### config.mk
export PLATFORM = sky130hd
export DESIGN_NAME = mss_front_flat
export DESIGN_NICKNAME = d
export VERILOG_FILES = /design/src/design/mss_pkg.sv /design/src/design/mss_intf.sv /design/src/design/mss_front.sv /design/src/flat_wrapper.sv
export SDC_FILE = /design/constraint.sdc
export NUM_CORES = 1
export LEC_CHECK = 0
export ABC_AREA = 1
export BUFFER_PORTS_ARGS = -buffer_cell sky130_fd_sc_hd__buf_2
export CELL_PAD_IN_SITES_DETAIL_PLACEMENT = 0
export CELL_PAD_IN_SITES_GLOBAL_PLACEMENT = 1
export CORE_ASPECT_RATIO = 1.25
export CORE_MARGIN = 4
export CORE_UTILIZATION = 35
export CTS_CLUSTER_DIAMETER = 80
export DETAILED_ROUTE_END_ITERATION = 12
export MAX_ROUTING_LAYER = met4
export PLACE_DENSITY_LB_ADDON = 0.1
export SETUP_SLACK_MARGIN = 0.3
export SYNTH_ARGS = -nofsm -noshare
export SYNTH_HDL_FRONTEND = slang
export SYNTH_SLANG_ARGS = --single-unit
export TNS_END_PERCENT = 50
### constraint.sdc
create_clock -name clk -period 4.4 [get_ports clk]
set_input_delay 0.22 -clock clk [delete_from_list [all_inputs] [get_ports clk]]
set_output_delay 0.22 -clock clk [all_outputs]
set_load 0.02 [all_outputs]
### src/design/mss_pkg.sv
package mss_pkg;

	localparam int STRAIN_W   = 32;
	localparam int MOD_W      = 32;
	localparam int BRK_W      = 31;
	localparam int MAGX_W     = (STRAIN_W > BRK_W) ? STRAIN_W : BRK_W + 1;
	localparam int OP_W       = MAGX_W + 1;
	localparam int PROD_W     = MOD_W + OP_W + 1;
	localparam int SUM_W      = PROD_W + 2;
	localparam int STRESS_W   = 64;
	localparam int TAN_W      = 32;
	localparam int SEG_W      = 2;
	localparam int CFG_IDX_W  = 3;
	localparam int CFG_DATA_W = 32;
	localparam int Q_DEPTH    = 4;
	localparam int Q_AW       = $clog2(Q_DEPTH);
	localparam int Q_CW       = $clog2(Q_DEPTH + 1);

	localparam logic [CFG_IDX_W-1:0] REG_SLOPE_INITIAL = 3'd0;
	localparam logic [CFG_IDX_W-1:0] REG_BREAK_FIRST   = 3'd1;
	localparam logic [CFG_IDX_W-1:0] REG_SLOPE_SECOND  = 3'd2;
	localparam logic [CFG_IDX_W-1:0] REG_BREAK_SECOND  = 3'd3;
	localparam logic [CFG_IDX_W-1:0] REG_SLOPE_THIRD   = 3'd4;
	localparam logic [CFG_IDX_W-1:0] REG_BREAK_THIRD   = 3'd5;
	localparam logic [CFG_IDX_W-1:0] REG_SLOPE_LAST    = 3'd6;

	localparam logic [SEG_W-1:0] SEG_INITIAL = 2'd0;
	localparam logic [SEG_W-1:0] SEG_SECOND  = 2'd1;
	localparam logic [SEG_W-1:0] SEG_THIRD   = 2'd2;
	localparam logic [SEG_W-1:0] SEG_LAST    = 2'd3;

	localparam logic [MOD_W-1:0] SLOPE_RST        = MOD_W'(1);
	localparam logic [BRK_W-1:0] BREAK_FIRST_RST  = BRK_W'(6553600);
	localparam logic [BRK_W-1:0] BREAK_SECOND_RST = BRK_W'(13107200);
	localparam logic [BRK_W-1:0] BREAK_THIRD_RST  = BRK_W'(19660800);

	localparam logic signed [STRESS_W-1:0] STRESS_MAX = {1'b0, {(STRESS_W-1){1'b1}}};
	localparam logic signed [STRESS_W-1:0] STRESS_MIN = {1'b1, {(STRESS_W-1){1'b0}}};

	typedef logic        [MOD_W-1:0]  slope_t;
	typedef logic        [BRK_W-1:0]  brk_t;
	typedef logic        [MAGX_W-1:0] magx_t;
	typedef logic signed [OP_W-1:0]   op_t;
	typedef logic signed [PROD_W-1:0] prod_t;
	typedef logic signed [SUM_W-1:0]  sum_t;

	typedef struct packed {
		slope_t slope_initial;
		brk_t   break_first;
		slope_t slope_second;
		brk_t   break_second;
		slope_t slope_third;
		brk_t   break_third;
		slope_t slope_last;
	} cfg_t;

	// one classified sample: multiplier operands per segment lane
	typedef struct packed {
		op_t              op0;
		op_t              op1;
		op_t              op2;
		op_t              op3;
		logic [SEG_W-1:0] seg;
		logic             neg;
		logic             zero;
	} qentry_t;

	typedef struct packed {
		logic [TAN_W-1:0] tangent;
		logic [SEG_W-1:0] seg;
		logic             neg;
		logic             zero;
	} side_t;

	function automatic prod_t mul_slope(input slope_t s, input op_t o);
		prod_t a;
		prod_t b;
		a = prod_t'($signed({1'b0, s}));
		b = prod_t'(o);
		return a * b;
	endfunction

endpackage

### src/design/mss_intf.sv
interface mss_in_if;
	import mss_pkg::*;
	logic                       valid;
	logic                       ready;
	logic signed [STRAIN_W-1:0] strain;
	modport source (output valid, output strain, input ready);
	modport sink   (input valid, input strain, output ready);
endinterface


### src/design/mss_front.sv
module mss_front (
	input  logic             clk,
	input  logic             arst_n,
	mss_in_if.sink           sample,
	input  mss_pkg::cfg_t    regs,
	output mss_pkg::qentry_t push_data,
	input  logic             push_ready,
	output logic             push_valid
);
	import mss_pkg::*;

	logic                v_s1;
	logic [STRAIN_W-1:0] mag_s1;
	logic                neg_s1;

	logic [STRAIN_W-1:0] x;
	magx_t               mag_e;
	magx_t               b1;
	magx_t               b2;
	magx_t               b3;
	magx_t               base;
	op_t                 excess;
	op_t                 d21;
	op_t                 d32;
	logic [SEG_W-1:0]    seg;

	assign x            = sample.strain;
	assign sample.ready = !v_s1 || push_ready;
	assign push_valid   = v_s1;

	always_ff @(posedge clk or negedge arst_n) begin
		if (!arst_n) begin
			v_s1 <= 1'b0;
		end else if (sample.ready) begin
			v_s1 <= sample.valid;
		end
	end

	// magnitude of the most negative code is held exactly as unsigned
	always_ff @(posedge clk) begin
		if (sample.valid && sample.ready) begin
			neg_s1 <= x[STRAIN_W-1];
			mag_s1 <= x[STRAIN_W-1] ? (~x + STRAIN_W'(1)) : x;
		end
	end

	always_comb begin
		mag_e = MAGX_W'(mag_s1);
		b1    = MAGX_W'(regs.break_first);
		b2    = MAGX_W'(regs.break_second);
		b3    = MAGX_W'(regs.break_third);
		d21   = op_t'(b2) - op_t'(b1);
		d32   = op_t'(b3) - op_t'(b2);
		if (mag_e < b1) begin
			seg = SEG_INITIAL;
		end else if (mag_e < b2) begin
			seg = SEG_SECOND;
		end else if (mag_e < b3) begin
			seg = SEG_THIRD;
		end else begin
			seg = SEG_LAST;
		end
		case (seg)
			SEG_INITIAL: base = '0;
			SEG_SECOND:  base = b1;
			SEG_THIRD:   base = b2;
			default:     base = b3;
		endcase
		excess = op_t'(mag_e) - op_t'(base);

		push_data.seg  = seg;
		push_data.neg  = neg_s1;
		push_data.zero = (mag_s1 == '0);
		push_data.op0  = op_t'(b1);
		push_data.op1  = '0;
		push_data.op2  = '0;
		push_data.op3  = '0;
		case (seg)
			SEG_INITIAL: begin
				push_data.op0 = excess;
			end
			SEG_SECOND: begin
				push_data.op1 = excess;
			end
			SEG_THIRD: begin
				push_data.op1 = d21;
				push_data.op2 = excess;
			end
			default: begin
				push_data.op1 = d21;
				push_data.op2 = d32;
				push_data.op3 = excess;
			end
		endcase
	end

endmodule

### src/flat_wrapper.sv
// flat-port wrapper written by rule: the top's interface ports become plain ports
module mss_front_flat import mss_pkg::*;
  (clk, arst_n, regs, push_data, push_ready, push_valid, sample_valid, sample_strain, sample_ready);
  mss_in_if sample_i ();
  input  logic clk;
  input  logic arst_n;
  input  mss_pkg::cfg_t regs;
  output mss_pkg::qentry_t push_data;
  input  logic push_ready;
  output logic push_valid;
  input wire logic [$bits(sample_i.valid)-1:0] sample_valid;
  input wire logic [$bits(sample_i.strain)-1:0] sample_strain;
  output wire logic [$bits(sample_i.ready)-1:0] sample_ready;
  assign sample_i.valid = sample_valid;
  assign sample_i.strain = sample_strain;
  assign sample_ready = sample_i.ready;
  mss_front u_core (.clk(clk), .arst_n(arst_n), .sample(sample_i), .regs(regs), .push_data(push_data), .push_ready(push_ready), .push_valid(push_valid));
endmodule
# After elaboration in Yosys (flattened, before gate mapping)
# Cells that the tools add are included.
# W data, S select, Z words.
# word_totals
regBits	34
# op_classes
order_cmp	3
n_bitwise	1
n_reduce_logical	7
addsub	4
n_eq_ne	2
muxes	9
# ops
op	n
$pmux W33 S2	2
$lt A32 B31 Y1	3
$pmux W31 S3	1
$mux W33	2
$sub A31 B31 Y32	2
$sub A32 B31 Y33	1
$add A32 B1 Y32 const B	1
$logic_not A32 Y1	1
$not A32 Y32	1
$mux W31	1
$mux W2	2
$reduce_or A3 Y1	1
$eq A2 B1 Y1 const B	1
$eq A2 B2 Y1 const B	1
$logic_not A2 Y1	1
$reduce_or A2 Y1	1
$logic_and A1 B1 Y1	1
$logic_not A1 Y1	1
$logic_or A1 B1 Y1	1
$mux W1	1

# Logic depth before layout (Yosys ltp)
# Gate-level depths: netlist of run 1.
# depth
word_depth	8
depth_mapped	32

# Least setup slack after synthesis of run 1
# Ideal clock, no wire load.
# synth_path
path_type	register to output
start	register u_core.mag_s1[29] (netlist: u_core.mag_e[29])
end	output push_data[118] (netlist name)
arrival_ns	3.793
path_slack_ns	0.387
stages_incl_launch_ff	23
n_path_buf	2
path_cell_list	edfxtp_1 > ha_1 > nand2_1 > nor2_1 > nand4_1 > nor4_1 > nand2_1 > nand2_2 > buf_4 > buf_2 > nand3_1 > o21ai_0 > nand2_1 > ha_1 > nand2_1 > o21ai_0 > nand2_1 > nand2_1 > nand2_1 > nand2_1 > xor2_1 > inv_1 > o21ai_0
# synth_rtl
item	line	rtl
start, declared	mss_front.sv:13	logic [STRAIN_W-1:0] mag_s1;
start signal, assigned	mss_front.sv:43	mag_s1 <= x[STRAIN_W-1] ? (~x + STRAIN_W'(1)) : x;
end, declared	flat_wrapper.sv:8	output mss_pkg::qentry_t push_data;

==> results of run 1 <==
final cells by class:
cell class	count	area share (%)
sequential	34	4.95
tap	462	2.82
clock inverter	1	0.0244
inverter	295	5.51
timing repair buffer	677	25.7
multi-input combinational	1785	60.3
clock buffer	7	0.695
path summary, 6_finish.rpt:
kind | end | slack, ns
max | push_data[56] | -0.35
min in group asynchronous | u_core.push_valid | 0.24
min reg2reg | u_core.push_valid | 0.58
max in group asynchronous | u_core.push_valid | 4.08
min | u_core.mag_e[0] | 0.14
max reg2reg | u_core.mag_e[9] | 2.72
sequential cells by signal, indices dropped and copies added (netlist names):
register and cells:
u_core.mag_e 32, u_core.neg_s1 1, u_core.push_valid 1
layout by cell type (no fill, tap or decap), types with 37 or more instances in the layout:
master	instances
nand2_1	512
buf_4	366
inv_1	255
nor2_1	200
buf_2	176
ha_1	147
a21oi_1	118
buf_6	118
nand2_2	112
nand3_1	91
o21ai_0	76
xor2_1	50
nand2_4	47
o21ai_2	44
ha_4	37
power breakdown:
part / switching (µW) / internal (µW)
Combinational: 3040 / 2330
Clock: 138 / 224
Sequential: 43.3 / 389
Total: 3220 / 2940
kinds of logic after synthesis:
| kind of cell | after synthesis |
|---|---|
| compound gates | 379 |
| xor+xnor | 90 |
| fa+ha+maj | 187 |
| buf+inv | 336 |
| flops | 34 |
| simple gates | 1127 |
metrics by stage:
step	power, µW	std cells	setup slack (ns)	instance area, µm²	TNS [ns]
6_report	6170	3261	-0.346	20500	-22.79
5_1_grt	6490	3261	-0.450	20500	-38.50
4_1_cts	5460	3228	-0.147	18900	-7.23
3_5_place_dp	4190	3171	-0.514	16400	-19.04
3_3_place_gp	4160	3171	-0.594	16400	-15.11
2_1_floorplan	2370	2153	0.387	12100	0
layer usage:
metal | global-route usage [%] | up-vias | wire length (µm)
met4 | 10.5 | 0 | 2800
li1 | - | 8339 | -
met2 | 57.7 | 592 | 32200
met5 | - | - | 0
met3 | 1.38 | 103 | 3320
met1 | 41.1 | 7990 | 27200
what timing repair did:
item                                    CTS  global route
gates cloned                              5             1
hold buffers                              1             0
hold endpoints to repair                  1             0
setup buffers                            43            32
resized for setup                       553           333
endpoints found under the setup margin  124           124
pin swaps                               150           135
==> summary.txt, run 1 <==
Clk Latency, worst-skew pair: 0.29 ns
Cells on worst reg2reg path: 1
Crit path kind: flip-flop to primary output
Critical path launch point type: flip-flop
Worst path max stage delay: 0.46 ns
P_leak: 0.0104 µW
Maximum vdd drop: 308 µV
Vias: 17000
Crit path capture type: primary output
Vias in the first global route: 16700
#FFs+latches synth: 34
Crit path buf inv count: 10
Multi-input logic area: 12400 µm²
Die Y: 216 µm
Maximum clock frequency: 211 MHz
DRT Pass-1 Iters: 5
Cells after Synth: 2153
Number of CTS-inserted buffers: 5
Cell family with most CP delay: buffers and inverters
Largest family of logic cells by synthesized area: simple AND/OR/NAND/NOR gates
Worst slew margin: 28.7%
Worst Tran Pin Value: 1.07 ns
Gr usage total: 33.0%
Final setup violation count: 117
Worst flop-to-flop path startpoint: u_core.push_valid
Core box area: 33900 µm²
Final Cycle Share: 108%
Top FF cell, synth: edfxtp_1
CTS tree: built
Largest net degree at the start of global routing: 34
Cell with the most instances after synthesis: nand2_1
Power density cells: 301 nW/µm²
Most frequent CP cell: buf_6
Final min period: 4.75 ns
Synth warnings: 0
Final wirelength: 65.5 mm
Adder-Cell Fraction of Synth Area: 19.5%
Hold Path Origin: sample_strain[0]
DRC viols: 0
First-pass GRT wire length: 94.1 mm
Gr ovfl total: 0
Clock root cell: clkbuf_16
Number of antenna violations at the first check in global routing: 0
Status: complete, but fails checks
Crit path launch: u_core.mag_e[30]
Multiplexer area fraction after synthesis: 0%
Max FO, Critical Path: 6
Critical path required time: 4.18 ns
Area fraction in compound gates after synthesis: 16.8%
Data arrival time of the worst path: 4.53 ns
DRT iter0 DRCs: 1144
Final Util: 60.6%
Xor and xnor area share after synthesis: 6.51%
Storage cell area: 1020 µm²
# fillers: 3281
Final Hold Viols: 0
Fin nets: 3242
Ys async rst share: 2.94%
Commonest cells post-synth: nand2_1, inv_1, nor2_1
Share of layout cells above drive strength 1: 40.6%
Post-Syn Area: 12100 µm²
Maximum clock path buffer count: 2
IO Port Bufs: 266
Synth cell types: 39
CP max stage cell: edfxtp_1
Sink Count: 34
Die X: 174 µm
Hold WS: 0.142 ns
Post-Synth Simple-Gate Area: 37.9%
Via density: 5.22
Post-synthesis sequential area ratio: 8.39%
H-tree levels: 2
Fin. max-slew vios: 0
P&R area growth vs syn: 69.4%
HP Class: primary input to flip-flop
Post-synth EDFFs: 33
Placer Congestion: 0.981
Synth top area cells: nand2_1, ha_1, inv_1, edfxtp_1, nor2_1
Site Rows: 75
CTS clk-pin slew, worst paths: 0.06 ns
Dpl hpwl: 54.2 mm
Yosys top cell area share: 20.8%
Post-synthesis area per instance: 5.62 µm²
Max Cap Viol: 0
Clk_skew: 0.0106 ns
Failing checks: negative setup slack
I/O Pins: 395
Wire per inst: 20.1 µm
Post-layout worst setup margin: -0.346 ns
Cell depth of the worst setup path: 27
Synthesized Nets: 2597
DIE AREA: 37700 µm²
Final ANT Viol Nets: 0
Hold Path Stages: 1
RSZ-0062 raised after global routing: true
Yosys top cell by area: nand2_1
Antenna fix cells: 0
Initial Utilization: 35.7%
No activity file was read; power rests on OpenSTA's default activity.
==> run 2: changes to the inputs <==
--- a/config.mk
+++ b/config.mk
@@ -11,11 +11,12 @@
 export CELL_PAD_IN_SITES_GLOBAL_PLACEMENT = 1
 export CORE_ASPECT_RATIO = 1.25
 export CORE_MARGIN = 4
-export CORE_UTILIZATION = 35
+export CORE_UTILIZATION = 25
 export CTS_CLUSTER_DIAMETER = 80
 export DETAILED_ROUTE_END_ITERATION = 12
 export MAX_ROUTING_LAYER = met4
 export PLACE_DENSITY_LB_ADDON = 0.1
+export RECOVER_POWER = 50
 export SETUP_SLACK_MARGIN = 0.3
 export SYNTH_ARGS = -nofsm -noshare
 export SYNTH_HDL_FRONTEND = slang
==> run 2 against run 1 <==
  * The run ends with max-capacitance violations, max-slew violations, negative setup slack left
  * Combinational power is 5.4% higher
  * Die area is 38% higher
  * Count of clock-buffer cells in the layout is 1 lower
  * Via count is 1.5% lower
  * Clock skew is 0.0040 ns lower
  * Cell area is 5.4% higher
  * Wire length is 11% higher
  * Critical path type unchanged
  * Sequential cell count stayed put
  * Largest cell class unchanged
  * Worst setup slack better by 0.095 ns
  * Non-clock buffer count is 71 higher
==> summary.txt, run 2 (synthesis gave the netlist of run 1 again) <==
Status: complete, but fails checks
Failing checks: max-capacitance violations, max-slew violations, negative setup slack
Data arrival time of the worst path: 4.43 ns
Fin nets: 3311
Post-layout worst setup margin: -0.251 ns
H-tree levels: 2
CP max stage cell: edfxtp_1
Design area: 21600 µm²
Hold Path Stages: 3
Wire per inst: 20.7 µm
Vias: 16800
P&R area growth vs syn: 78.5%
Number of CTS-inserted buffers: 5
Gr usage total: 26.9%
DIE AREA: 52000 µm²
Critical path launch point type: flip-flop
Die X: 205 µm
Most common cell after layout, fill and taps aside: nand2_1
Worst flop-to-flop path startpoint: u_core.push_valid
Max FO, Critical Path: 6
HP Class: primary input to flip-flop
Worst Tran Pin Value: 3.21 ns
Maximum clock path buffer count: 2
Crit path capture type: primary output
Final Hold Viols: 0
Largest register FFs: 32
Site Rows: 89
Dpl hpwl: 62.3 mm
CTS clk-pin slew, worst paths: 0.06 ns
Maximum vdd drop: 176 µV
DRT Pass-1 Iters: 5
Vias in the first global route: 16700
Clk Latency, worst-skew pair: 0.29 ns
Hold Path Origin: sample_valid
Final min period: 4.65 ns
Gr ovfl total: 0
Layout Cells excl Fill: 3505
Hold EP: u_core.push_valid
IO Port Bufs: 266
Cells after DPL: 3398
Final setup violation count: 102
Worst slew margin: -114%
DRC viols: 0
Cells on worst reg2reg path: 1
P_leak: 0.0108 µW
Fin. max-slew vios: 34
Largest net degree at the start of global routing: 34
I/O Pins: 395
DRT iter0 DRCs: 745
Share of layout cells above drive strength 1: 42.8%
Worst path max stage delay: 0.54 ns
Power density cells: 297 nW/µm²
Final ANT Viol Nets: 0
First-pass GRT wire length: 101 mm
Number of antenna violations at the first check in global routing: 0
FF-to-FF End: u_core.mag_e[31]
Via density: 4.79
Final wirelength: 72.5 mm
Clk_skew: 0.00657 ns
Initial Utilization: 25.5%
Final Cycle Share: 106%
RSZ-0062 raised after global routing: true
Maximum clock frequency: 215 MHz
Max Cap Viol: 1
Most frequent CP cell: nand2_2
CTS tree: built
Commonest non-fill, non-tap cells in the layout: nand2_1, buf_4, inv_1
Worst reg2reg setup slack: 1.15 ns
DP Area: 17000 µm²
Place WS: -0.788 ns
Critical path required time: 4.18 ns
Total power: 6430 µW
# fillers: 5070
Clock root cell: clkbuf_16
Hold WS: 0.135 ns
Placer Congestion: 0.974
Antenna fix cells: 0
Core box area: 47500 µm²
Crit path kind: flip-flop to primary output
Die Y: 254 µm
Sink Count: 34
run 2: cell count changes in the layout (fill, tap and decap cells not counted), moves of 6 or more:
| cell | delta |
|---|---|
| ha_4 | +8 |
| buf_2 | -10 |
| nand3_2 | +6 |
| nor2_1 | -8 |
| a21oi_4 | -7 |
| nand2_2 | +7 |
| inv_2 | -7 |
| buf_6 | +13 |
| buf_12 | +12 |
| nand2_1 | -9 |
| nand3_1 | -11 |
| buf_4 | +51 |
| ha_1 | -8 |
| a21oi_2 | +7 |
run 2: cell type report:
cell class	instances	area, µm²	area share (%)
well taps	637	797	3.69
flip-flops and latches	34	1020	4.70
inverters	295	1140	5.26
clock inverters	2	8.76	0.0405
repair buffers	748	6040	27.9
clock buffers	6	129	0.596
multi-input cells	1783	12500	57.8
run 2: layer usage:
layer / vias up / track usage (%) / share of wire, %
met1: 7857 / 33.8 / 44
met2: 349 / 46.7 / 50
met3: 88 / 1.12 / 2.8
met5: - / - / 0
li1: 8479 / - / -
met4: 0 / 8.41 / 3.6
run 2: what timing repair did:
item,CTS,global route
hold endpoints to repair,1,0
setup buffers,39,55
pin swaps,87,176
cloned,2,2
resized for setup,488,456
hold buffers,1,0
endpoints found under the setup margin,126,126
run 2: worst max path at each step:
stage	start	endpoint	cells after the start
final	u_core.mag_e[19]	push_data[92]	30
after global routing	u_core.mag_e[3]	push_data[92]	34
after CTS	u_core.mag_e[30]	push_data[123]	24
after detailed placement	u_core.mag_e[30]	push_data[90]	24
after global placement	u_core.mag_e[30]	push_data[90]	24
after floorplan	u_core.mag_e[29]	push_data[118]	22
run 2: critical path, delay by kind of cell, from the launching register on:
kind | cells | cell delay, ns
and+or+nand+nor | 16 | 1.43
AOI/OAI and AO/OA | 1 | 0.05
xor gates and xnor gates | 1 | 0.17
adders and majority gates | 3 | 0.79
buffers and inverters | 9 | 1.14
DFF | 1 | 0.54
run 2: report_power, final:
part | switching (µW) | internal, µW | leakage [µW]
logic | 3160 | 2500 | 0.0104
clock network | 139 | 207 | 0.0000683
registers | 35.1 | 390 | 0.000326
total | 3330 | 3090 | 0.0108
run 2: per-stage QoR:
| step | utilization [%] | setup TNS [ns] |
|---|---|---|
| floorplan | - | 0 |
| global placement | 35.7 | -32.83 |
| detailed placement | 35.7 | -36.67 |
| CTS | 40.8 | -13.48 |
| global route | 45.5 | -29.20 |
| finish | 45.5 | -9.99 |
==> run 3: changes to the inputs <==
--- a/config.mk
+++ b/config.mk
@@ -18,7 +18,8 @@
 export PLACE_DENSITY_LB_ADDON = 0.1
 export RECOVER_POWER = 50
 export SETUP_SLACK_MARGIN = 0.3
+export SLEW_MARGIN = 40
 export SYNTH_ARGS = -nofsm -noshare
 export SYNTH_HDL_FRONTEND = slang
 export SYNTH_SLANG_ARGS = --single-unit
-export TNS_END_PERCENT = 50
+export TNS_END_PERCENT = 30
==> run 3 against run 2 <==
  * The run ends with negative setup slack left
  * Global-route usage decreased by 0.17 points
  * Cell area decreased by 5.6%
  * Critical path depth decreased by 5
  * Critical endpoint is now push_data[24]
  * Largest cell class unchanged
==> summary.txt, run 3 (synthesis gave the netlist of run 1 again) <==
Maximum clock frequency: 213 MHz
Max FO, Critical Path: 6
Largest register FFs: 32
Worst slew margin: 19.3%
Hold WS: 0.140 ns
P_leak: 0.0104 µW
Largest net degree at the start of global routing: 33
Crit path capture type: primary output
Layout Cells excl Fill: 3482
Hold Path Origin: sample_valid
Commonest non-fill, non-tap cells in the layout: nand2_1, buf_4, inv_1
FF-to-FF End: u_core.mag_e[29]
Worst Tran Pin Value: 1.21 ns
Number of CTS-inserted buffers: 5
DRT iter0 DRCs: 879
RSZ-0062 raised after global routing: true
P&R area growth vs syn: 68.4%
CTS clk-pin slew, worst paths: 0.05 ns
Final Cycle Share: 107%
Core box area: 47500 µm²
Wire per inst: 20.6 µm
DIE AREA: 52000 µm²
Final Hold Viols: 0
Place WS: -0.756 ns
Gr ovfl total: 0
Dpl hpwl: 62.3 mm
Clk Latency, worst-skew pair: 0.29 ns
Maximum clock path buffer count: 2
Die X: 205 µm
Fin nets: 3288
HP Class: primary input to flip-flop
H-tree levels: 2
DRT Pass-1 Iters: 5
Via density: 4.79
Max Cap Viol: 0
Clk_skew: 0.00509 ns
IO Port Bufs: 266
Critical path launch point type: flip-flop
Initial Utilization: 25.5%
Antenna fix cells: 0
Share of layout cells above drive strength 1: 37.9%
Gr usage total: 26.7%
Hold EP: u_core.push_valid
Final wirelength: 71.7 mm
Failing checks: negative setup slack
Vias in the first global route: 16600
Worst flop-to-flop path startpoint: u_core.push_valid
Vias: 16700
Data arrival time of the worst path: 4.48 ns
Clock root cell: clkbuf_16
I/O Pins: 395
First-pass GRT wire length: 101 mm
Final ANT Viol Nets: 0
CTS tree: built
Site Rows: 89
Crit path kind: flip-flop to primary output
Fin. max-slew vios: 0
Final min period: 4.70 ns
Post-layout worst setup margin: -0.302 ns
Die Y: 254 µm
Maximum vdd drop: 187 µV
Most common cell after layout, fill and taps aside: nand2_1
Total power: 6000 µW
Cells on worst reg2reg path: 2
Critical path required time: 4.18 ns
Crit path launch: u_core.mag_e[15]
Cells after DPL: 3400
DRC viols: 0
Worst reg2reg setup slack: 2.40 ns
Status: complete, but fails checks
Hold Path Stages: 3
Number of antenna violations at the first check in global routing: 0
Power density cells: 294 nW/µm²
Sink Count: 34
Final setup violation count: 106
Placer Congestion: 0.974
## run 3: changes by cell type in the layout (fill, tap and decap cells not counted), moves of 14 or more
| cell | delta |
|---|---|
| nand2_4 | -15 |
| buf_2 | +14 |
| o21ai_0 | +19 |
| buf_6 | -51 |
| nand2_1 | +48 |
| buf_4 | +15 |
| nand2_2 | -31 |
| o21ai_2 | -19 |
| nor2_4 | -16 |
| nor2_1 | +15 |
## run 3: what timing repair did
| item | in CTS | in global routing |
|---|---|---|
| pin swaps | 47 | 105 |
| hold buffers | 1 | 0 |
| buffers inserted | 34 | 30 |
| endpoints found under the hold margin | 1 | 0 |
| cloned | 7 | 2 |
| resized for setup | 336 | 339 |
| setup endpoints to repair | 125 | 127 |
## run 3: where the power goes
group          total (µW)  switching (µW)  leakage (µW)  internal [µW]
logic                5240            2950        0.0100           2290
registers             426            37.2      0.000326            389
clock network         340             133     0.0000683            207
total                6000            3120        0.0104           2890
## run 3: area by class of cell
class	count	area [µm²]
sequential	34	1020
clock inverter	2	8.76
fill	5270	27200
timing repair buffer	724	5610
clock buffer	6	129
tap	637	797
multi-input combinational	1784	11700
inverter	295	1120
## run 3: stage by stage
stage               area, µm²  utilization (%)  TNS, ns
detailed placement      17000             35.8   -34.98
global placement        17000             35.7   -32.83
CTS                     19000             39.9   -21.80
global route            20400             42.9   -38.17
finish                  20400             42.9   -17.20
floorplan               12100                -        0
## run 3: routing by layer
| layer | part of all wire, % | global-route usage (%) | wire [µm] | vias up |
|---|---|---|---|---|
| met2 | 49 | 46.4 | 34800 | 394 |
| li1 | - | - | - | 8432 |
| met3 | 2.7 | 0.651 | 1930 | 105 |
| met5 | 0 | - | 0 | - |
| met1 | 44 | 33.8 | 31800 | 7751 |
| met4 | 4.4 | 8.58 | 3170 | 0 |
## run 3: worst max-delay path, cell delays in order, from the launching register on
cell and delay, ns:
edfxtp_1 0.50, buf_4 0.18, ha_1 0.30, nand2_2 0.09
nor4_2 0.28, nand2_1 0.10, nand2_2 0.12, nand2_2 0.09
nand2_4 0.10, nand2_8 0.09, nor2_8 0.18, buf_4 0.17
nand2_1 0.12, nand2_2 0.13, ha_4 0.23, nand2_1 0.11
nand3_4 0.11, buf_4 0.14, buf_4 0.11, buf_4 0.13
nand3b_1 0.11, nand3_2 0.16, xnor2_4 0.27, buf_6 0.14
nor2_1 0.04, buf_4 0.19
## run 3: worst max path at each step
stage,slack (ns),cells after the start,endpoint
4_1_cts,-0.33,25,push_data[126]
2_1_floorplan,0.39,22,push_data[118]
5_1_grt,-0.49,30,push_data[54]
6_report,-0.30,25,push_data[24]
3_5_place_dp,-0.76,24,push_data[90]
3_3_place_gp,-0.81,24,push_data[90]
